===== src/rtl/jbt_pkg.sv =====
// shared types, codes and byte classification for the json byte tokenizer
`default_nettype none

package jbt_pkg;

  // token type codes
  typedef enum logic [3:0] {
    TOK_ERROR   = 4'd0,
    TOK_LBRACE  = 4'd1,
    TOK_RBRACE  = 4'd2,
    TOK_LBRACK  = 4'd3,
    TOK_RBRACK  = 4'd4,
    TOK_STRING  = 4'd5,
    TOK_NUMBER  = 4'd6,
    TOK_TRUE    = 4'd7,
    TOK_FALSE   = 4'd8,
    TOK_NULL    = 4'd9,
    TOK_COLON   = 4'd10,
    TOK_COMMA   = 4'd11,
    TOK_END     = 4'd12
  } tok_type_e;

  // characters the lexer looks at
  localparam logic [7:0] CH_LBRACE = 8'h7b;
  localparam logic [7:0] CH_RBRACE = 8'h7d;
  localparam logic [7:0] CH_LBRACK = 8'h5b;
  localparam logic [7:0] CH_RBRACK = 8'h5d;
  localparam logic [7:0] CH_COLON  = 8'h3a;
  localparam logic [7:0] CH_COMMA  = 8'h2c;
  localparam logic [7:0] CH_QUOTE  = 8'h22;
  localparam logic [7:0] CH_BSLASH = 8'h5c;
  localparam logic [7:0] CH_MINUS  = 8'h2d;
  localparam logic [7:0] CH_PLUS   = 8'h2b;
  localparam logic [7:0] CH_DOT    = 8'h2e;
  localparam logic [7:0] CH_E_LO   = 8'h65;
  localparam logic [7:0] CH_E_UP   = 8'h45;
  localparam logic [7:0] CH_T      = 8'h74;
  localparam logic [7:0] CH_F      = 8'h66;
  localparam logic [7:0] CH_N      = 8'h6e;
  localparam logic [7:0] CH_ZERO   = 8'h30;
  localparam logic [7:0] CH_NINE   = 8'h39;
  localparam logic [7:0] CH_SPACE  = 8'h20;
  localparam logic [7:0] CH_TAB    = 8'h09;
  localparam logic [7:0] CH_CR     = 8'h0d;

  // bytes dropped after a literal's first letter
  localparam logic [2:0] SKIP_SHORT = 3'd4 - 3'd1;
  localparam logic [2:0] SKIP_LONG  = 3'd5 - 3'd1;

  // queue between front and back, in token bundles
  localparam int unsigned QUEUE_DEPTH = 4;
  localparam int unsigned QPTR_BITS   = $clog2(QUEUE_DEPTH);

  // most tokens one byte can cause
  localparam int unsigned MAX_TOKENS = 3;

  // one token as it leaves the block
  typedef struct packed {
    tok_type_e   ttype;
    logic [31:0] start;
    logic [31:0] length;
  } token_t;

  // all tokens caused by one input byte
  typedef struct packed {
    logic [1:0]               count;
    token_t [MAX_TOKENS-1:0]  tok;
  } bundle_t;

  // queue status seen by the front and back
  typedef struct packed {
    logic full;
    logic empty;
  } q_status_t;

  // what a byte means between tokens
  typedef struct packed {
    logic      emit;
    tok_type_e ttype;
    logic      to_str;
    logic      to_num;
    logic      to_skip;
    logic [2:0] skip;
  } idle_cls_t;

  function automatic logic is_digit(input logic [7:0] c);
    return (c >= CH_ZERO) && (c <= CH_NINE);
  endfunction

  function automatic logic is_space(input logic [7:0] c);
    return (c == CH_SPACE) || ((c >= CH_TAB) && (c <= CH_CR));
  endfunction

  function automatic idle_cls_t classify_idle(input logic [7:0] c);
    idle_cls_t r;
    r = '{emit: 1'b0, ttype: TOK_ERROR, to_str: 1'b0, to_num: 1'b0,
          to_skip: 1'b0, skip: 3'd0};
    case (c)
      CH_LBRACE: begin r.emit = 1'b1; r.ttype = TOK_LBRACE; end
      CH_RBRACE: begin r.emit = 1'b1; r.ttype = TOK_RBRACE; end
      CH_LBRACK: begin r.emit = 1'b1; r.ttype = TOK_LBRACK; end
      CH_RBRACK: begin r.emit = 1'b1; r.ttype = TOK_RBRACK; end
      CH_COLON:  begin r.emit = 1'b1; r.ttype = TOK_COLON; end
      CH_COMMA:  begin r.emit = 1'b1; r.ttype = TOK_COMMA; end
      CH_QUOTE:  r.to_str = 1'b1;
      CH_T: begin
        r.emit = 1'b1; r.ttype = TOK_TRUE; r.to_skip = 1'b1; r.skip = SKIP_SHORT;
      end
      CH_F: begin
        r.emit = 1'b1; r.ttype = TOK_FALSE; r.to_skip = 1'b1; r.skip = SKIP_LONG;
      end
      CH_N: begin
        r.emit = 1'b1; r.ttype = TOK_NULL; r.to_skip = 1'b1; r.skip = SKIP_SHORT;
      end
      default: begin
        if ((c == CH_MINUS) || is_digit(c)) begin
          r.to_num = 1'b1;
        end else if (!is_space(c)) begin
          r.emit = 1'b1;
          r.ttype = TOK_ERROR;
        end
      end
    endcase
    return r;
  endfunction

endpackage

`default_nettype wire


===== src/rtl/jbt_front.sv =====
// front end: lexer state machine that turns each byte into a token bundle
`default_nettype none

module jbt_front #(
  parameter int unsigned OFFSET_BITS = 32
) (
  input  wire logic              clk_i,
  input  wire logic              rst_ni,
  input  wire logic              in_valid_i,
  output logic                   in_ready_o,
  input  wire logic [7:0]        in_byte_i,
  input  wire logic              end_of_input_i,
  input  wire jbt_pkg::q_status_t q_status_i,
  output logic                   push_o,
  output jbt_pkg::bundle_t       bundle_o
);
  import jbt_pkg::*;

  typedef enum logic [7:0] {
    M_IDLE     = 8'b0000_0001,
    M_STR      = 8'b0000_0010,
    M_STR_ESC  = 8'b0000_0100,
    M_NUM_INT  = 8'b0000_1000,
    M_NUM_FRAC = 8'b0001_0000,
    M_NUM_EXP0 = 8'b0010_0000,
    M_NUM_EXPD = 8'b0100_0000,
    M_SKIP     = 8'b1000_0000
  } lexer_mode_e;

  lexer_mode_e            mode_q, mode_d;
  logic [2:0]             skip_q, skip_d;
  logic [OFFSET_BITS-1:0] pos_q, pos_d;
  logic [OFFSET_BITS-1:0] cs_q, cs_d;
  logic [OFFSET_BITS-1:0] nxt;
  logic                   accept;
  idle_cls_t              cls;
  bundle_t                bnd;
  logic [1:0]             n;
  logic                   run_idle;
  logic                   num_take;
  logic                   num_mode;
  logic [2:0]             skip_dec;

  // offset reduced to the 32-bit result field
  function automatic logic [31:0] to32(input logic [OFFSET_BITS-1:0] x);
    logic [OFFSET_BITS+31:0] w;
    w = {32'd0, x};
    return w[31:0];
  endfunction

  assign in_ready_o = !q_status_i.full;
  assign accept     = in_valid_i && in_ready_o;
  assign nxt        = pos_q + {{(OFFSET_BITS-1){1'b0}}, 1'b1};
  assign cls        = classify_idle(in_byte_i);

  // lexing of one byte
  always_comb begin
    mode_d   = mode_q;
    skip_d   = skip_q;
    cs_d     = cs_q;
    pos_d    = nxt;
    bnd      = '0;
    n        = 2'd0;
    run_idle = 1'b0;
    num_take = 1'b0;
    skip_dec = 3'd0;
    case (mode_q)
      M_STR: begin
        if (in_byte_i == CH_BSLASH) begin
          mode_d = M_STR_ESC;
        end else if (in_byte_i == CH_QUOTE) begin
          bnd.tok[n] = '{ttype: TOK_STRING, start: to32(cs_q), length: to32(pos_q - cs_q)};
          n = n + 2'd1;
          mode_d = M_IDLE;
        end
      end
      M_STR_ESC: mode_d = M_STR;
      M_NUM_INT, M_NUM_FRAC, M_NUM_EXP0, M_NUM_EXPD: begin
        case (mode_q)
          M_NUM_INT: begin
            if (is_digit(in_byte_i)) begin
              num_take = 1'b1;
            end else if (in_byte_i == CH_DOT) begin
              num_take = 1'b1; mode_d = M_NUM_FRAC;
            end else if ((in_byte_i == CH_E_LO) || (in_byte_i == CH_E_UP)) begin
              num_take = 1'b1; mode_d = M_NUM_EXP0;
            end
          end
          M_NUM_FRAC: begin
            if (is_digit(in_byte_i)) begin
              num_take = 1'b1;
            end else if ((in_byte_i == CH_E_LO) || (in_byte_i == CH_E_UP)) begin
              num_take = 1'b1; mode_d = M_NUM_EXP0;
            end
          end
          M_NUM_EXP0: begin
            if ((in_byte_i == CH_PLUS) || (in_byte_i == CH_MINUS) || is_digit(in_byte_i)) begin
              num_take = 1'b1; mode_d = M_NUM_EXPD;
            end
          end
          default: num_take = is_digit(in_byte_i);
        endcase
        if (!num_take) begin
          bnd.tok[n] = '{ttype: TOK_NUMBER, start: to32(cs_q), length: to32(pos_q - cs_q)};
          n = n + 2'd1;
          run_idle = 1'b1;
        end
      end
      M_SKIP: begin
        skip_dec = (skip_q != 3'd0) ? (skip_q - 3'd1) : 3'd0;
        skip_d   = skip_dec;
        if (skip_dec == 3'd0) mode_d = M_IDLE;
      end
      default: run_idle = 1'b1;
    endcase

    // byte handled as the start of a new token
    if (run_idle) begin
      mode_d = M_IDLE;
      if (cls.emit) begin
        bnd.tok[n] = '{ttype: cls.ttype, start: to32(pos_q), length: 32'd0};
        n = n + 2'd1;
      end
      if (cls.to_str) begin
        cs_d = nxt; mode_d = M_STR;
      end
      if (cls.to_num) begin
        cs_d = pos_q; mode_d = M_NUM_INT;
      end
      if (cls.to_skip) begin
        skip_d = cls.skip; mode_d = M_SKIP;
      end
    end

    // end of document: flush pending content, then end token, then reset
    if (end_of_input_i) begin
      num_mode = (mode_d == M_NUM_INT) || (mode_d == M_NUM_FRAC) ||
                 (mode_d == M_NUM_EXP0) || (mode_d == M_NUM_EXPD);
      if ((mode_d == M_STR) || (mode_d == M_STR_ESC)) begin
        bnd.tok[n] = '{ttype: TOK_STRING, start: to32(cs_d), length: to32(nxt - cs_d)};
        n = n + 2'd1;
      end else if (num_mode) begin
        bnd.tok[n] = '{ttype: TOK_NUMBER, start: to32(cs_d), length: to32(nxt - cs_d)};
        n = n + 2'd1;
      end
      bnd.tok[n] = '{ttype: TOK_END, start: to32(nxt), length: 32'd0};
      n = n + 2'd1;
      mode_d = M_IDLE;
      skip_d = 3'd0;
      pos_d  = '0;
      cs_d   = '0;
    end else begin
      num_mode = 1'b0;
    end
    bnd.count = n;
  end

  assign push_o   = accept && (n != 2'd0);
  assign bundle_o = bnd;

  // lexer state
  always_ff @(posedge clk_i or negedge rst_ni) begin
    if (!rst_ni) begin
      mode_q <= M_IDLE;
      skip_q <= 3'd0;
      pos_q  <= '0;
      cs_q   <= '0;
    end else if (accept) begin
      mode_q <= mode_d;
      skip_q <= skip_d;
      pos_q  <= pos_d;
      cs_q   <= cs_d;
    end
  end

endmodule

`default_nettype wire


===== src/rtl/jbt_queue.sv =====
// short bundle queue that decouples lexer front from token output back
`default_nettype none

module jbt_queue (
  input  wire logic              clk_i,
  input  wire logic              rst_ni,
  input  wire logic              push_i,
  input  wire jbt_pkg::bundle_t  push_data_i,
  input  wire logic              pop_i,
  output jbt_pkg::bundle_t       head_o,
  output jbt_pkg::q_status_t     status_o
);
  import jbt_pkg::*;

  bundle_t              mem_q [QUEUE_DEPTH];
  logic [QPTR_BITS-1:0] wr_q, wr_d;
  logic [QPTR_BITS-1:0] rd_q, rd_d;
  logic [QPTR_BITS:0]   cnt_q, cnt_d;
  logic                 do_push;
  logic                 do_pop;

  assign status_o.full  = (cnt_q == QUEUE_DEPTH[QPTR_BITS:0]);
  assign status_o.empty = (cnt_q == '0);
  assign do_push = push_i && !status_o.full;
  assign do_pop  = pop_i && !status_o.empty;
  assign head_o  = mem_q[rd_q];

  // pointer and fill count update
  always_comb begin
    wr_d  = do_push ? wr_q + {{(QPTR_BITS-1){1'b0}}, 1'b1} : wr_q;
    rd_d  = do_pop  ? rd_q + {{(QPTR_BITS-1){1'b0}}, 1'b1} : rd_q;
    cnt_d = cnt_q;
    if (do_push && !do_pop) cnt_d = cnt_q + {{QPTR_BITS{1'b0}}, 1'b1};
    if (!do_push && do_pop) cnt_d = cnt_q - {{QPTR_BITS{1'b0}}, 1'b1};
  end

  always_ff @(posedge clk_i or negedge rst_ni) begin
    if (!rst_ni) begin
      wr_q  <= '0;
      rd_q  <= '0;
      cnt_q <= '0;
    end else begin
      wr_q  <= wr_d;
      rd_q  <= rd_d;
      cnt_q <= cnt_d;
    end
  end

  // bundle storage
  always_ff @(posedge clk_i) begin
    if (do_push) mem_q[wr_q] <= push_data_i;
  end

endmodule

`default_nettype wire


===== src/rtl/jbt_back.sv =====
// back end: unpacks bundles into single tokens held in an output register
`default_nettype none

module jbt_back (
  input  wire logic               clk_i,
  input  wire logic               rst_ni,
  input  wire jbt_pkg::bundle_t   head_i,
  input  wire jbt_pkg::q_status_t q_status_i,
  output logic                    pop_o,
  output logic                    out_valid_o,
  input  wire logic               out_ready_i,
  output jbt_pkg::token_t         out_tok_o,
  output logic                    out_last_o
);
  import jbt_pkg::*;

  logic [1:0] idx_q, idx_d;
  logic       valid_q, valid_d;
  token_t     tok_q;
  logic       last_q;
  logic       load;
  logic       is_last;

  assign load    = (!valid_q || out_ready_i) && !q_status_i.empty;
  assign is_last = (idx_q == (head_i.count - 2'd1));
  assign pop_o   = load && is_last;

  // walk through the tokens of the head bundle
  always_comb begin
    idx_d   = idx_q;
    valid_d = valid_q;
    if (load) begin
      valid_d = 1'b1;
      idx_d   = is_last ? 2'd0 : idx_q + 2'd1;
    end else if (out_ready_i) begin
      valid_d = 1'b0;
    end
  end

  always_ff @(posedge clk_i or negedge rst_ni) begin
    if (!rst_ni) begin
      idx_q   <= 2'd0;
      valid_q <= 1'b0;
    end else begin
      idx_q   <= idx_d;
      valid_q <= valid_d;
    end
  end

  // output payload register
  always_ff @(posedge clk_i) begin
    if (load) begin
      tok_q  <= head_i.tok[idx_q];
      last_q <= is_last;
    end
  end

  assign out_valid_o = valid_q;
  assign out_tok_o   = tok_q;
  assign out_last_o  = last_q;

endmodule

`default_nettype wire


===== src/rtl/json_byte_tokenizer_unit.sv =====
// top level of the json byte tokenizer: front lexer, bundle queue, token output
//
// channel   dir  tdata                                      tlast
// s_axis    in   [7:0] in_byte                              end_of_input
// m_axis    out  [3:0] token_type, [35:4] token_start,      last_result
//                [67:36] token_length, [71:68] zero
//
// one byte is taken per cycle; the lexer state updates in the same cycle the
// transfer happens. each byte yields zero to three tokens, and the output
// register sends one token per cycle unless stalled, so bytes that cause
// several tokens use one output transfer each. a four-bundle queue lets input
// run ahead while the output stalls; input stalls only when the queue is full.
// reset puts the lexer between tokens at offset zero and empties the queue.
`default_nettype none

module json_byte_tokenizer_unit #(
  parameter int unsigned OFFSET_BITS = 32
) (
  input  wire logic        clk_i,
  input  wire logic        rst_ni,
  input  wire logic        s_axis_tvalid,
  output logic             s_axis_tready,
  input  wire logic [7:0]  s_axis_tdata,   // in_byte
  input  wire logic        s_axis_tlast,   // end_of_input
  output logic             m_axis_tvalid,
  input  wire logic        m_axis_tready,
  output logic [71:0]      m_axis_tdata,   // token_type, token_start, token_length, pad
  output logic             m_axis_tlast    // last_result
);
  import jbt_pkg::*;

  q_status_t q_status;
  logic      push;
  logic      pop;
  bundle_t   push_bundle;
  bundle_t   head_bundle;
  token_t    out_tok;

  jbt_front #(
    .OFFSET_BITS(OFFSET_BITS)
  ) u_front (
    .clk_i          (clk_i),
    .rst_ni         (rst_ni),
    .in_valid_i     (s_axis_tvalid),
    .in_ready_o     (s_axis_tready),
    .in_byte_i      (s_axis_tdata),
    .end_of_input_i (s_axis_tlast),
    .q_status_i     (q_status),
    .push_o         (push),
    .bundle_o       (push_bundle)
  );

  jbt_queue u_queue (
    .clk_i       (clk_i),
    .rst_ni      (rst_ni),
    .push_i      (push),
    .push_data_i (push_bundle),
    .pop_i       (pop),
    .head_o      (head_bundle),
    .status_o    (q_status)
  );

  jbt_back u_back (
    .clk_i       (clk_i),
    .rst_ni      (rst_ni),
    .head_i      (head_bundle),
    .q_status_i  (q_status),
    .pop_o       (pop),
    .out_valid_o (m_axis_tvalid),
    .out_ready_i (m_axis_tready),
    .out_tok_o   (out_tok),
    .out_last_o  (m_axis_tlast)
  );

  // pack the token fields, lowest field first
  assign m_axis_tdata = {4'd0, out_tok.length, out_tok.start, out_tok.ttype};

endmodule

`default_nettype wire

===== config.mk =====
export PLATFORM = sky130hd
export DESIGN_NAME = json_byte_tokenizer_unit
export DESIGN_NICKNAME = d
export VERILOG_FILES = /design/src/rtl/jbt_pkg.sv /design/src/rtl/jbt_front.sv /design/src/rtl/jbt_queue.sv /design/src/rtl/jbt_back.sv /design/src/rtl/json_byte_tokenizer_unit.sv
export SDC_FILE = /design/constraint.sdc
export NUM_CORES = 1
export LEC_CHECK = 0
export ABC_CLOCK_PERIOD_IN_PS = 9200
export CAP_MARGIN = 40
export CELL_PAD_IN_SITES_DETAIL_PLACEMENT = 1
export CELL_PAD_IN_SITES_GLOBAL_PLACEMENT = 2
export CORE_AREA = 2 2 433 263
export CTS_CLUSTER_DIAMETER = 200
export DETAILED_ROUTE_END_ITERATION = 7
export DIE_AREA = 0 0 435 265
export DONT_BUFFER_PORTS = 1
export GPL_ROUTABILITY_DRIVEN = 0
export PLACE_DENSITY_LB_ADDON = 0.1
export SLEW_MARGIN = 20
export SYNTH_ARGS = -nofsm -noshare
export SYNTH_HDL_FRONTEND = slang
export SYNTH_SLANG_ARGS = --single-unit

===== constraint.sdc =====
create_clock -name clk_i -period 9.2 [get_ports clk_i]
set_clock_uncertainty 0.1 [all_clocks]
set_input_delay 0.92 -clock clk_i [delete_from_list [all_inputs] [get_ports clk_i]]
set_output_delay 0.92 -clock clk_i [all_outputs]
set_load 0.005 [all_outputs]

# After elaboration in Yosys (flattened, before gate mapping)
# Memory sizes are Yosys's and may differ from the RTL's.
# Cells that the tools add are included.
[classes] n_addsub=13 order_cmp=11 n_eq_ne=32 muxes=80 reduce_logical=38
[op_table] operator="two-way mux 204 bit" count=6
[op_table] operator="bitwise mux 204 bit" count=4
[op_table] operator="demux 68 bit (select 2 bit)" count=3
[op_table] operator="two-way mux 68 bit" count=5
[op_table] operator="two-way mux 32 bit" count=5
[op_table] operator="binary-select mux 68 bit (select 2 bit)" count=1
[op_table] operator="one-hot mux 68 bit (2 select lines)" count=1
[op_table] operator="two-way mux 67 bit" count=2
[op_table] operator="equality test 8 x 7 -> 1 bit (second input constant)" count=12
[op_table] operator="two-way mux 8 bit" count=11
[op_table] operator="equality test 8 x 6 -> 1 bit (second input constant)" count=9
[op_table] operator="subtractor 32 bit" count=2
[op_table] operator="one-hot mux 5 bit (10 select lines)" count=1
[op_table] operator="adder 32 x 1 -> 32 bit (second input constant)" count=1
[op_table] operator="one-hot mux 8 bit (4 select lines)" count=1
[op_table] operator="one-hot mux 8 bit (3 select lines)" count=1
[op_table] operator="two-way mux 3 bit" count=7
[op_table] operator="two-way mux 2 bit" count=9
[op_table] operator="equality test 8 x 2 -> 1 bit (second input constant)" count=2
[op_table] operator="equality test 8 x 3 -> 1 bit (second input constant)" count=2
[op_table] operator="equality test 8 x 4 -> 1 bit (second input constant)" count=2
[op_table] operator="equality test 8 x 5 -> 1 bit (second input constant)" count=2
[op_table] operator="two-way mux 1 bit" count=16
[op_table] operator="logical AND 1 bit" count=13
[op_table] operator="other kinds (28)" count=56
[totals] reg_bits=154 ram_bits=824 inputBits=13 output_inout_bits=75 wordCells=188 mem_count=1
[mem_list] memory="u_queue.mem_q" words=4 word_bits=206 read_ports=1 rd_ports_with_merged_regs=0 write_ports=1 line_no="jbt_queue.sv:15" source="bundle_t mem_q [QUEUE_DEPTH];"

# Logic depth before layout (Yosys ltp)
# Gate-level depths: netlist of run 1.
[logic_depth] word_depth=25 mapped_depth=25 mapped_depth_nobuf=23

# Hierarchy
# A second synthesis of run 1 with hierarchy kept.
[unflattened] cells_unflattened=3307 area_unflattened_um2=46280.6
[modules_own_cells] module="jbt_queue" n_inst=1 cells_per_inst=1114 area_each_um2=30125.1 seq_area_each_um2=24918.9
[modules_own_cells] module="jbt_front" n_inst=1 cells_per_inst=1871 area_each_um2=12444.4 seq_area_each_um2=1878.1
[modules_own_cells] module="jbt_back" n_inst=1 cells_per_inst=317 area_each_um2=3677.3 seq_area_each_um2=2147.1
[modules_own_cells] module="json_byte_tokenizer_unit" n_inst=1 cells_per_inst=5 area_each_um2=33.8 seq_area_each_um2=0.0

# Least setup slack after synthesis of run 1
# No wires, ideal clock.
[synth_path] path_kind="input to register" start="input port s_axis_tdata[0]" end="memory u_queue.mem_q[2][0] (netlist bit), enable pin" setup_ns=0.592 arrival_ns=9.063 required_ns=8.508 path_slack_ns=-0.555 path_stages=16 path_buffers=4 cell_sequence="buf_2 > or3b_1 > clkbuf_1 > nor3_2 > nand2_1 > nand2_1 > clkbuf_1 > clkbuf_1 > ha_1 > nand2_1 > nand2_1 > ha_1 > a21o_1 > ha_1 > a311oi_4 > and2_1"
[synth_via] elab_chain_cells=24 word_cells_on_any_way=87 cone_classes="add/sub (3); order compare (4); eq/ne (23); mux (41); reduce/logical (16)"
[synth_lines] item="start, declared" line_no="json_byte_tokenizer_unit.sv:23" source="input wire logic [7:0] s_axis_tdata,"
[synth_lines] item="parallel branches: the longest is 18 deep, another holds greater-or-equal comparator 8 x 6 -> 1 bit"
[synth_lines] item="two-way mux 2 bit *" line_no="jbt_front.sv:136" source="if (end_of_input_i) begin"
[synth_lines] item="nonzero test 2 bit *" line_no="jbt_front.sv:158" source="assign push_o = accept && (n != 2'd0);"
[synth_lines] item="logical AND 1 bit *" line_no="jbt_front.sv:158"
[synth_lines] item="logical AND 1 bit *" line_no="jbt_queue.sv:24" source="assign do_push = push_i && !status_o.full;"
[synth_lines] item="two-way mux 1 bit *" line_no="jbt_queue.sv:51" source="if (do_push) mem_q[wr_q] <= push_data_i;"
[synth_lines] item="two-way mux 1 bit (not written as such) *" line_no="jbt_queue.sv:51"
[synth_lines] item="end, declared" line_no="jbt_queue.sv:15"
# Every way passes the cells marked *. The select of a mux whose other input is x is not followed.

==> summary by stage, run 1 <==
Power
The clock network burns between 20% and 30% of the power. Overall power consumption after layout is estimated at around 15,000 uW. In this run, the combinational gates consume 32.0% of the power.

The analysis attributes to cell leakage a power of roughly 0.017 uW. The worst supply voltage drop on vdd is 226 uV. Dividing total power by cell area gives a power density of between 300 and 400 mW/mm^2. Sequential cells account for a little over two fifths of the total power. The switching share of power is approximately a third.

The total net switching power is ~5000 uW. Cell internal power was estimated by the tool at between 9000 and 10,000 uW.

Route
Summing over every cut layer, the via total after detailed routing is ~27,000. Detailed routing placed a total of approximately 8700 microns of wire on met3. Summed over all nets, wire length on met2 after detailed routing comes to 59,300 microns. The initial detailed-routing violation count is 2,562. The detailed router used layers up to and including met5. The detail route stage leaves a number of antenna-violating nets equal to 0. In the final routing, the length of wire on met1 measures around 67,000 microns. After detailed routing, the number of remaining DRC violations is 0. The overall routed net length is around 140,000 microns. Dividing the detail-routed via count by the number of cells gives 5.95.

The total iterations of the first detailed-routing run is 5. The mean routed wirelength per cell is around 30 microns.

Final layout
From synthesis to final layout, the design area changed by 12.3%. In the final layout, the share of cells above drive strength 1 is about 17%. The count of nets after finishing is 3,098.

STA
The maximum achievable frequency is between 100 and 150 MHz. Setup repair after global routing left no endpoint under its margin. The fraction of the cycle the final worst path needs is between 70 and 80%. The total negative setup slack is 0 ns. The remaining max-slew budget at the tightest pin is between 20% and 30%. The count of final max-slew check failures came to 0. For the finished layout, the period the worst path requires is just over 7 ns. For the pin with the worst max-slew slack, the measured transition is roughly 1.1 ns.

The number of endpoints with negative hold slack in the final report is 0. The total of endpoints with negative setup slack in the final report is 0.

Logic synthesis
The total number of yosys warnings is 0. By count the netlist is led by sky130_fd_sc_hd__edfxtp_1, sky130_fd_sc_hd__mux4_2, sky130_fd_sc_hd__o21ai_0. The instance count of the mapped netlist is roughly 3,000. The flip-flop cell with the highest count after synthesis is sky130_fd_sc_hd__edfxtp_1. The flop and latch count out of synthesis is around 1,000.

The cell taking the most area after synthesis is sky130_fd_sc_hd__edfxtp_1. In the post-synthesis netlist, the cell with the most instances is sky130_fd_sc_hd__edfxtp_1. For this run, the register share of the synthesized area comes to ~65%.

The synthesized design devotes to its leading area cell type 60.6% of total area. After synthesis, the cell types taking the most area are sky130_fd_sc_hd__edfxtp_1, sky130_fd_sc_hd__mux4_2, sky130_fd_sc_hd__dfrtp_1. The count of different cell masters after synthesis is between 70 and 80. Counting flops with an async set or reset pin after synthesis yields a share of 8.69%.

The post-synth design cell area is ~0.044 sq mm. A synthesized cell averages approximately 15 sq um. The number of flops mapped to enable cells by yosys is 893.

Critical path
The critical path in this run is classified as reg2reg. The most frequent cell on the critical path is sky130_fd_sc_hd__o21ai_0. Grouping stages by cell kind, the critical path spends the most delay in compound AO/OA/AOI/OAI gates.

Traced cell by cell, the critical path runs through or2_2, or4_1, nand2_1, nand2_4, nand2_1, a21oi_1, o21ai_0, o21ai_0, inv_1, ha_1, inv_1, fa_1, a211oi_1, o21ai_0, a31o_2, a21oi_1, o21ai_0, a31o_2, a21bo_2, a21oi_1, xor2_1, o22ai_1. The required time of the critical path is approximately 9.5 ns. On the critical path, the stage with the largest delay is an instance of sky130_fd_sc_hd__or4_1. At the worst endpoint, the arrival time is around 7.3 ns.

The kind of start point of the critical path is a flip-flop. The worst setup path is captured at a flip-flop. The worst path buffer plus inverter count is 2. The maximum fanout along the worst path is 13. In this design, the stage delay of the slowest critical-path cell is 0.68 ns.

Place
The HPWL after detailed placement is around 90,000 microns. Port buffering added 0 buffers.

Global route
The initial antenna violation count is 6. The wire length of the first global-routing pass is slightly above 200,000 microns. For this run, the total global-route usage over all layers was measured as 23.9%.

For this run the aggregate overflow at the end of global routing stands at 0. The via count of the first global-routing pass was 28,500. Entering global routing, the biggest net connects 119 pins.

Clock tree
The H-tree generated during clock tree synthesis spans 3 levels. At the later pin of the worst-skew pair, clock insertion delay measures 0.72 ns. The maximum buffer depth of the clock tree is 3. Once the clock tree was built, the resizer swapped 0 gates to a different size. TritonCTS built the clock tree. The clock slew at the register clock pins of the worst setup and hold paths is about 0.07 ns.

The count of clock tree sinks is around 980. The clock root buffer is sky130_fd_sc_hd__clkbuf_16. The number of buffers inserted during clock tree synthesis is 95.

Min path
The class of the tightest hold or removal check is in2async.

Floorplan
The number of core rows is between 90 and 100. The number of top-level design ports is 88. The die covers 0.115 sq mm.

The floorplan core area is approximately 0.11 sq mm. The die outline width is ~440 microns. The die outline height is roughly 270 microns. For this configuration, the core starts out at a cell density of 39.8%.

Job
Max-cap violations in this run came to 0.

Status
The flow ran to the end, and the final reports show no timing, DRC or antenna violations.
[per-layer routing]
metal | up-vias | GRT usage (%)
li1 | 11700 | -
met1 | 14600 | 36.9
met2 | 828 | 34.9
met3 | 172 | 4.43
met4 | 4 | 5.41
met5 | - | 0
[flip-flops by register name (all words and copies together), names as in the netlist, 3 cells and up]
register and count:
u_front.pos_q 32, u_front.mode_q 8, u_back.out_tok_o 68, u_front.cs_q 32, u_queue.cnt_q 3, u_queue.mem_q 824
u_front.skip_q 3
[cells in the final DEF, fill, tap and decap left out, types with 6 or more instances in the layout]
| cell type | instances |
|---|---|
| sky130_fd_sc_hd__a211oi_1 | 18 |
| sky130_fd_sc_hd__a21o_1 | 38 |
| sky130_fd_sc_hd__a21oi_1 | 118 |
| sky130_fd_sc_hd__a221oi_1 | 51 |
| sky130_fd_sc_hd__a22oi_1 | 20 |
| sky130_fd_sc_hd__a31oi_1 | 19 |
| sky130_fd_sc_hd__and2_1 | 12 |
| sky130_fd_sc_hd__and3_1 | 24 |
| sky130_fd_sc_hd__buf_12 | 15 |
| sky130_fd_sc_hd__buf_2 | 11 |
| sky130_fd_sc_hd__buf_4 | 88 |
| sky130_fd_sc_hd__bufinv_16 | 7 |
| sky130_fd_sc_hd__clkbuf_1 | 21 |
| sky130_fd_sc_hd__clkbuf_16 | 95 |
| sky130_fd_sc_hd__clkinv_1 | 18 |
| sky130_fd_sc_hd__clkinv_2 | 16 |
| sky130_fd_sc_hd__dfrtp_1 | 80 |
| sky130_fd_sc_hd__edfxtp_1 | 893 |
| sky130_fd_sc_hd__ha_1 | 75 |
| sky130_fd_sc_hd__inv_1 | 85 |
| sky130_fd_sc_hd__mux2i_1 | 73 |
| sky130_fd_sc_hd__mux4_2 | 206 |
| sky130_fd_sc_hd__nand2_1 | 197 |
| sky130_fd_sc_hd__nand2b_1 | 22 |
| sky130_fd_sc_hd__nand3_1 | 39 |
| sky130_fd_sc_hd__nand4_1 | 10 |
| sky130_fd_sc_hd__nor2_1 | 192 |
| sky130_fd_sc_hd__nor2b_1 | 14 |
| sky130_fd_sc_hd__nor3_1 | 31 |
| sky130_fd_sc_hd__o21a_1 | 10 |
| sky130_fd_sc_hd__o21ai_0 | 200 |
| sky130_fd_sc_hd__o21ai_1 | 7 |
| sky130_fd_sc_hd__o21bai_1 | 12 |
| sky130_fd_sc_hd__o22ai_1 | 113 |
| sky130_fd_sc_hd__o31ai_1 | 6 |
| sky130_fd_sc_hd__or2_2 | 6 |
| sky130_fd_sc_hd__or3_1 | 8 |
| sky130_fd_sc_hd__xnor2_1 | 49 |
| sky130_fd_sc_hd__xor2_1 | 53 |
[logic make-up after synthesis]
group,after synthesis,share of synthesized area (%)
mux,281,12.2
simple gates,597,6.21
buf+inv,289,2.56
compound gates,661,9.31
xor+xnor,102,2.02
fa+ha+maj,78,2.26
flops,978,65.4
other cells,1,0.00848
[metrics by stage]
step | std cells | utilization (%) | hold WS (ns) | worst slack (ns) | cell area [sq um]
2_1_floorplan | 2990 | - | 0.364 | 1.73 | 44200
3_3_place_gp | 4367 | 41.5 | 0.380 | 1.90 | 46200
3_5_place_dp | 4399 | 41.8 | 0.412 | 1.84 | 46500
4_1_cts | 4573 | 44.5 | 0.0397 | 2.31 | 49600
5_1_grt | 4586 | 44.6 | 0.0461 | 1.64 | 49700
6_report | 4587 | 44.6 | 0.0427 | 2.15 | 49700
[power groups by stage]
stage / clock network, uW / registers (uW) / logic, uW
4_1_cts: 3960 / 6300 / 4890
5_1_grt: 4110 / 6370 / 5170
2_1_floorplan: 0 / 6250 / 3140
3_3_place_gp: 0 / 6340 / 4730
3_5_place_dp: 0 / 6380 / 4850
6_report: 3860 / 6280 / 4770
[what timing repair did]
item | in CTS | in global routing
hold endpoints to repair | 85 | 0
hold buffers | 1 | 0
setup buffers | 0 | 0
[area by class of cell]
type / count / area (sq um)
fillers: 10900 / 61600
flip-flops and latches: 978 / 29000
multi-input cells: 1723 / 14300
clock buffers: 119 / 2500
well taps: 1503 / 1880
repair buffers: 124 / 1210
clock inverters: 54 / 504
inverters: 85 / 319
diodes: 1 / 2.50
[worst register-to-register path: cells and delay by family, from the launching register on]
| family | cells | cell delay, ns |
|---|---|---|
| buf+inv | 2 | 0.20 |
| fa+ha+maj | 2 | 0.66 |
| xor+xnor | 1 | 0.33 |
| compound gates | 12 | 3.23 |
| flops | 1 | 0.54 |
| simple gates | 5 | 1.68 |
[final timing paths]
kind                                               start                             end  slack, ns  cells past startpoint
setup / recovery           u_front.mode_q[3]$_DFFE_PN0P_  u_queue.mem_q[0][30]$_DFFE_PP_       2.15                     22
setup reg to reg           u_front.mode_q[3]$_DFFE_PN0P_  u_queue.mem_q[0][30]$_DFFE_PP_       2.15                     22
min in group clk_i                         m_axis_tready  u_back.out_valid_o$_DFFE_PN0P_       0.24                      1
hold / removal                                    rst_ni   u_front.pos_q[10]$_DFFE_PN0P_       0.04                      1
max in group asynchronous                         rst_ni   u_front.pos_q[13]$_DFFE_PN0P_       8.48                      1
hold reg to reg             u_queue.cnt_q[2]$_DFFE_PN0P_    u_queue.cnt_q[2]$_DFFE_PN0P_       0.43                      1
(Power assumes the default switching activity.)
==> inputs of run 2 (changes only) <==
--- a/config.mk
+++ b/config.mk
@@ -5,14 +5,15 @@
 export SDC_FILE = /design/constraint.sdc
 export NUM_CORES = 1
 export LEC_CHECK = 0
-export ABC_CLOCK_PERIOD_IN_PS = 9200
+export ABC_AREA = 1
+export ABC_CLOCK_PERIOD_IN_PS = 6000
 export CAP_MARGIN = 40
 export CELL_PAD_IN_SITES_DETAIL_PLACEMENT = 1
 export CELL_PAD_IN_SITES_GLOBAL_PLACEMENT = 2
-export CORE_AREA = 2 2 433 263
+export CORE_AREA = 2 2 450 274
 export CTS_CLUSTER_DIAMETER = 200
 export DETAILED_ROUTE_END_ITERATION = 7
-export DIE_AREA = 0 0 435 265
+export DIE_AREA = 0 0 452 276
 export DONT_BUFFER_PORTS = 1
 export GPL_ROUTABILITY_DRIVEN = 0
 export PLACE_DENSITY_LB_ADDON = 0.1
==> constraint.sdc (replaced) <==
create_clock -name clk_i -period 6 [get_ports clk_i]
set_clock_uncertainty 0.1 [all_clocks]
set_input_delay 0.6 -clock clk_i [delete_from_list [all_inputs] [get_ports clk_i]]
set_output_delay 0.6 -clock clk_i [all_outputs]
set_load 0.005 [all_outputs]
==> run 2 against run 1 <==
Sequential share of layout area is 3.2 points lower. First-iteration DRC count is 57% higher. Flip-flop and latch count stayed put. Synthesized cell count is 51% higher. Wire length grew 30%. Sequential power rose by 49%. Global-route usage rose by 4.3 points. Maximum frequency is 20% higher. Critical path depth up 3. Final area is 5.9% higher. Total power rose by 63%. Worst hold slack improved by 0.058 ns. Largest cell class unchanged. Highest routed layer is now met4.
==> summary by stage, run 2 <==
Status
The flow ran to the end, and the final reports show no timing, DRC or antenna violations.

STA
The count of final max-slew check failures came to 0 (unchanged). The fraction of the cycle the final worst path needs is 98.0% (+21 points). The remaining max-slew budget at the tightest pin is 24.8% (-3.8 points).

The slew at the pin closest to its max-slew limit is 1.13 ns (+0.0568 ns). The number of endpoints with negative hold slack in the final report is 0 (unchanged). The maximum achievable frequency is 170 MHz (+20%).

The total of endpoints with negative setup slack in the final report is 0 (unchanged). The post-route minimum period came to 5.88 ns (-1.17 ns). The total negative setup slack is 0 ns (unchanged).

Logic synthesis
The fraction of registers with async set or reset after synthesis is 8.69% (unchanged). For this run, the leading register cell type out of synthesis is sky130_fd_sc_hd__edfxtp_1. By instance count, the leading cell after synthesis is sky130_fd_sc_hd__edfxtp_1. The post-synth design cell area is 0.0467 sq mm (+5.7%).

The flop and latch count out of synthesis is 978 (unchanged). The biggest area contributor in the post-synthesis netlist is sky130_fd_sc_hd__edfxtp_1. The sequential fraction of the synthesis area came to 61.9% (-3.5 points). The count of different cell masters after synthesis is 59 (-21%). The total number of yosys warnings was 0 (unchanged). The commonest cells after synthesis are sky130_fd_sc_hd__edfxtp_1, sky130_fd_sc_hd__nand2_1, sky130_fd_sc_hd__nor2_1. Ranked by total cell area, the synthesized netlist is headed by sky130_fd_sc_hd__edfxtp_1, sky130_fd_sc_hd__o21ai_0, sky130_fd_sc_hd__nand2_1. The mean cell area of the mapped netlist is 10.4 sq um (-30%). The instance count of the mapped netlist came to 4,498 (+51%). The share of the synthesized area in the top cell type is 57.4% (-3.3 points). The number of flops mapped to enable cells by yosys is 893 (unchanged).

Global route
The fraction of met1 tracks used by global routing came to 45.6% (+8.7 points). The met2 track utilization from global routing is 38.7% (+3.8 points). The initial antenna violation count was 8 (+2). The via count of the first global-routing pass came to 35,500 (+25%).

The largest net degree at the start of global routing is 191 (+61%). The leftover overflow at the end of global routing is 0 (unchanged). The global-route usage over all layers came to 28.1% (+4.3 points). met1 is the most crowded layer. The wire length of the first global-routing pass is 260,000 microns (+29%). The met3 global-route usage is 4.65% (+0.22 points).

Clock tree
The worst-skew pair later-pin latency is 0.72 ns (about the same). TritonCTS built the clock tree. The count of clock tree sinks is 978 (unchanged). The maximum buffer depth of the clock tree was 3 (unchanged). The depth of the CTS H-tree is 3 (unchanged). The clock slew at the register clock pins of the worst setup and hold paths was 0.06 ns (about the same). The number of buffers inserted during clock tree synthesis is 97 (+2.1%).

The clock root buffer is sky130_fd_sc_hd__clkbuf_16.

Floorplan
The number of top-level design ports is 88 (unchanged). The die outline width came to 452 microns (+3.9%). The number of core rows is 99 (+4.2%). The total die area came to 0.125 sq mm (+8.2%). The die outline height came to 276 microns (+4.2%). The floorplan core area is 0.121 sq mm (+8.3%). The initial standard-cell utilization of the core is 38.8% (-0.98 points).

Final layout
The sequential cell area is 0.0290 sq mm (about the same). Relative to the synthesized area, the layout overhead comes to 12.5%. Ranked by flip-flop count, first place goes to u_queue.mem_q.

Leaving out fill and tap cells, the most frequent cells in the layout are sky130_fd_sc_hd__edfxtp_1, sky130_fd_sc_hd__nand2_1, sky130_fd_sc_hd__nor2_1, sky130_fd_sc_hd__o21ai_0, sky130_fd_sc_hd__inv_1. The leading cell type in the layout, fill and taps excluded is sky130_fd_sc_hd__edfxtp_1. The final design utilization was 43.6% (-1.0 points). The area of combinational cells with multiple inputs came to 0.0159 sq mm (+11%). The count of nets after finishing is 4,562 (+47%). The number of filler instances in the final layout is 13,000 (+19%). The flip-flop count of the largest register, all copies and words added is 824 (unchanged). The fraction of layout instances using a drive strength above 1 is 8.93% (-7.8 points).

Critical path
The worst register-to-register path begins at u_front.mode_q[0]$_DFFE_PN1P_. In this design, the critical path's most frequently occurring cell is sky130_fd_sc_hd__nand2_1. The maximum fanout along the worst path is 23 (+10). The required time of the critical path is 6.27 ns (-3.21 ns). The worst reg-to-reg setup slack is 0.12 ns (-2.03 ns). The data arrival time of the worst path is 6.16 ns (-1.17 ns). The longest individual stage delay on the worst path is 0.56 ns (-0.12 ns). The path depth of the worst reg2reg path is 25 (+14%).

The highest-delay cell along the critical path is sky130_fd_sc_hd__dfstp_2. The setup path with the least slack is of type reg2reg. The kind of start point of the critical path is a flip-flop. The endpoint identified for the worst register-to-register timing path is u_queue.mem_q[3][31]$_DFFE_PP_. The worst setup path startpoint is u_front.mode_q[0]$_DFFE_PN1P_. The endpoint type of the worst setup path is a flip-flop.

Min path
The class of the tightest hold or removal check is in2reg. The depth of the worst hold-timing path is 1. The worst hold path terminates at u_queue.mem_q[0][205]$_DFFE_PP_.

The critical hold path startpoint is s_axis_tlast.

Power
The worst supply voltage drop on vdd is 261 uV (+15%). The leakage power total was 0.0194 uW (+12%). The power per cell area came to 463 mW/mm^2 (+54%).

Route
The post-route antenna net violation count is 0 (unchanged). The detailed-route vias per instance is 5.91 (-0.63%). The via count of the routed design is 36,500 (+34%). The mean routed wirelength per cell is 28.8 microns (-3.5%). The total iterations of the first detailed-routing run is 5 (unchanged). The number of DRC violations after detailed routing came to 0 (unchanged). The initial detailed-routing violation count was 4,015 (+57%). The overall routed net length is 178,000 microns (+30%).

Place
The number of buffers added on ports is 0 (unchanged). The post-DP HPWL is 119,000 microns (+30%).

Job
The max capacitance violation total was 0 (unchanged).
## run 2: critical path, delay by kind of cell (launching register included)
family,cells,cell delay [ns]
AOI/OAI and AO/OA,7,2.01
adders and majority gates,1,0.45
buffers and inverters,5,0.58
DFF,1,0.56
and+or+nand+nor,12,1.82
## run 2: metal layers
metal | vias to the layer above | part of all wire, %
li1 | 16300 | -
met1 | 18700 | 50
met2 | 1281 | 40
met3 | 189 | 7.0
met4 | 0 | 2.1
met5 | - | 0
## run 2: worst max-delay path by stage
stage,to,slack (ns)
detailed placement,u_queue.mem_q[1][31]$_DFFE_PP_,0.02
global route,u_queue.mem_q[2][28]$_DFFE_PP_,-0.002
finish,u_queue.mem_q[3][31]$_DFFE_PP_,0.12
CTS,u_queue.mem_q[2][27]$_DFFE_PP_,0.26
floorplan,u_queue.mem_q[0][0]$_DFFE_PP_,-0.86
global placement,u_queue.mem_q[2][31]$_DFFE_PP_,-0.02
## run 2: power breakdown
| part | total (uW) | internal (uW) | switching, uW |
|---|---|---|---|
| logic | 8970 | 2420 | 6550 |
| clock network | 6060 | 3300 | 2760 |
| registers | 9340 | 8820 | 526 |
| total | 24400 | 14500 | 9830 |
## run 2: what timing repair did
item / in CTS / in global routing
setup endpoints to repair: 9 / 56
buffers inserted: 0 / 3
endpoints found under the hold margin: 86 / 0
hold buffers: 3 / 0
gates resized for setup: 2 / 6
## run 2: final cells by class
class                   count  share of cell area, %
repair buffers            153                   3.01
flip-flops and latches    978                   55.1
diodes                      3                 0.0143
inverters                 282                   2.07
multi-input cells        2959                   30.2
clock inverters            59                  0.973
well taps                1616                   3.85
clock buffers             117                   4.84
## run 2: metrics by stage
stage                     cells  hold slack (ns)  area [sq um]  total power, uW  worst slack, ns
final                      6167            0.101         52600            24400            0.119
after global routing       6165           0.0643         52600            25600         -0.00178
after CTS                  6154           0.0350         52400            24400            0.262
after detailed placement   5975            0.228         49300            18300           0.0232
after global placement     5965            0.228         49100            18200          -0.0222
after floorplan            4501            0.204         46900            14500           -0.856
## run 2: kinds of logic (layout without fill, tap and decap cells)
logic type                 count (synthesis)  count (layout)  share of synthesized area [%]
and+or+nand+nor                         1530            1530                           13.4
adders and majority gates                 78              78                           2.14
xor gates and xnor gates                  61              61                           1.14
AOI/OAI and AO/OA                       1286            1286                           16.8
buffers and inverters                    564             611                           4.65
other                                      1               7                        0.00802
DFF                                      978             978                           61.9
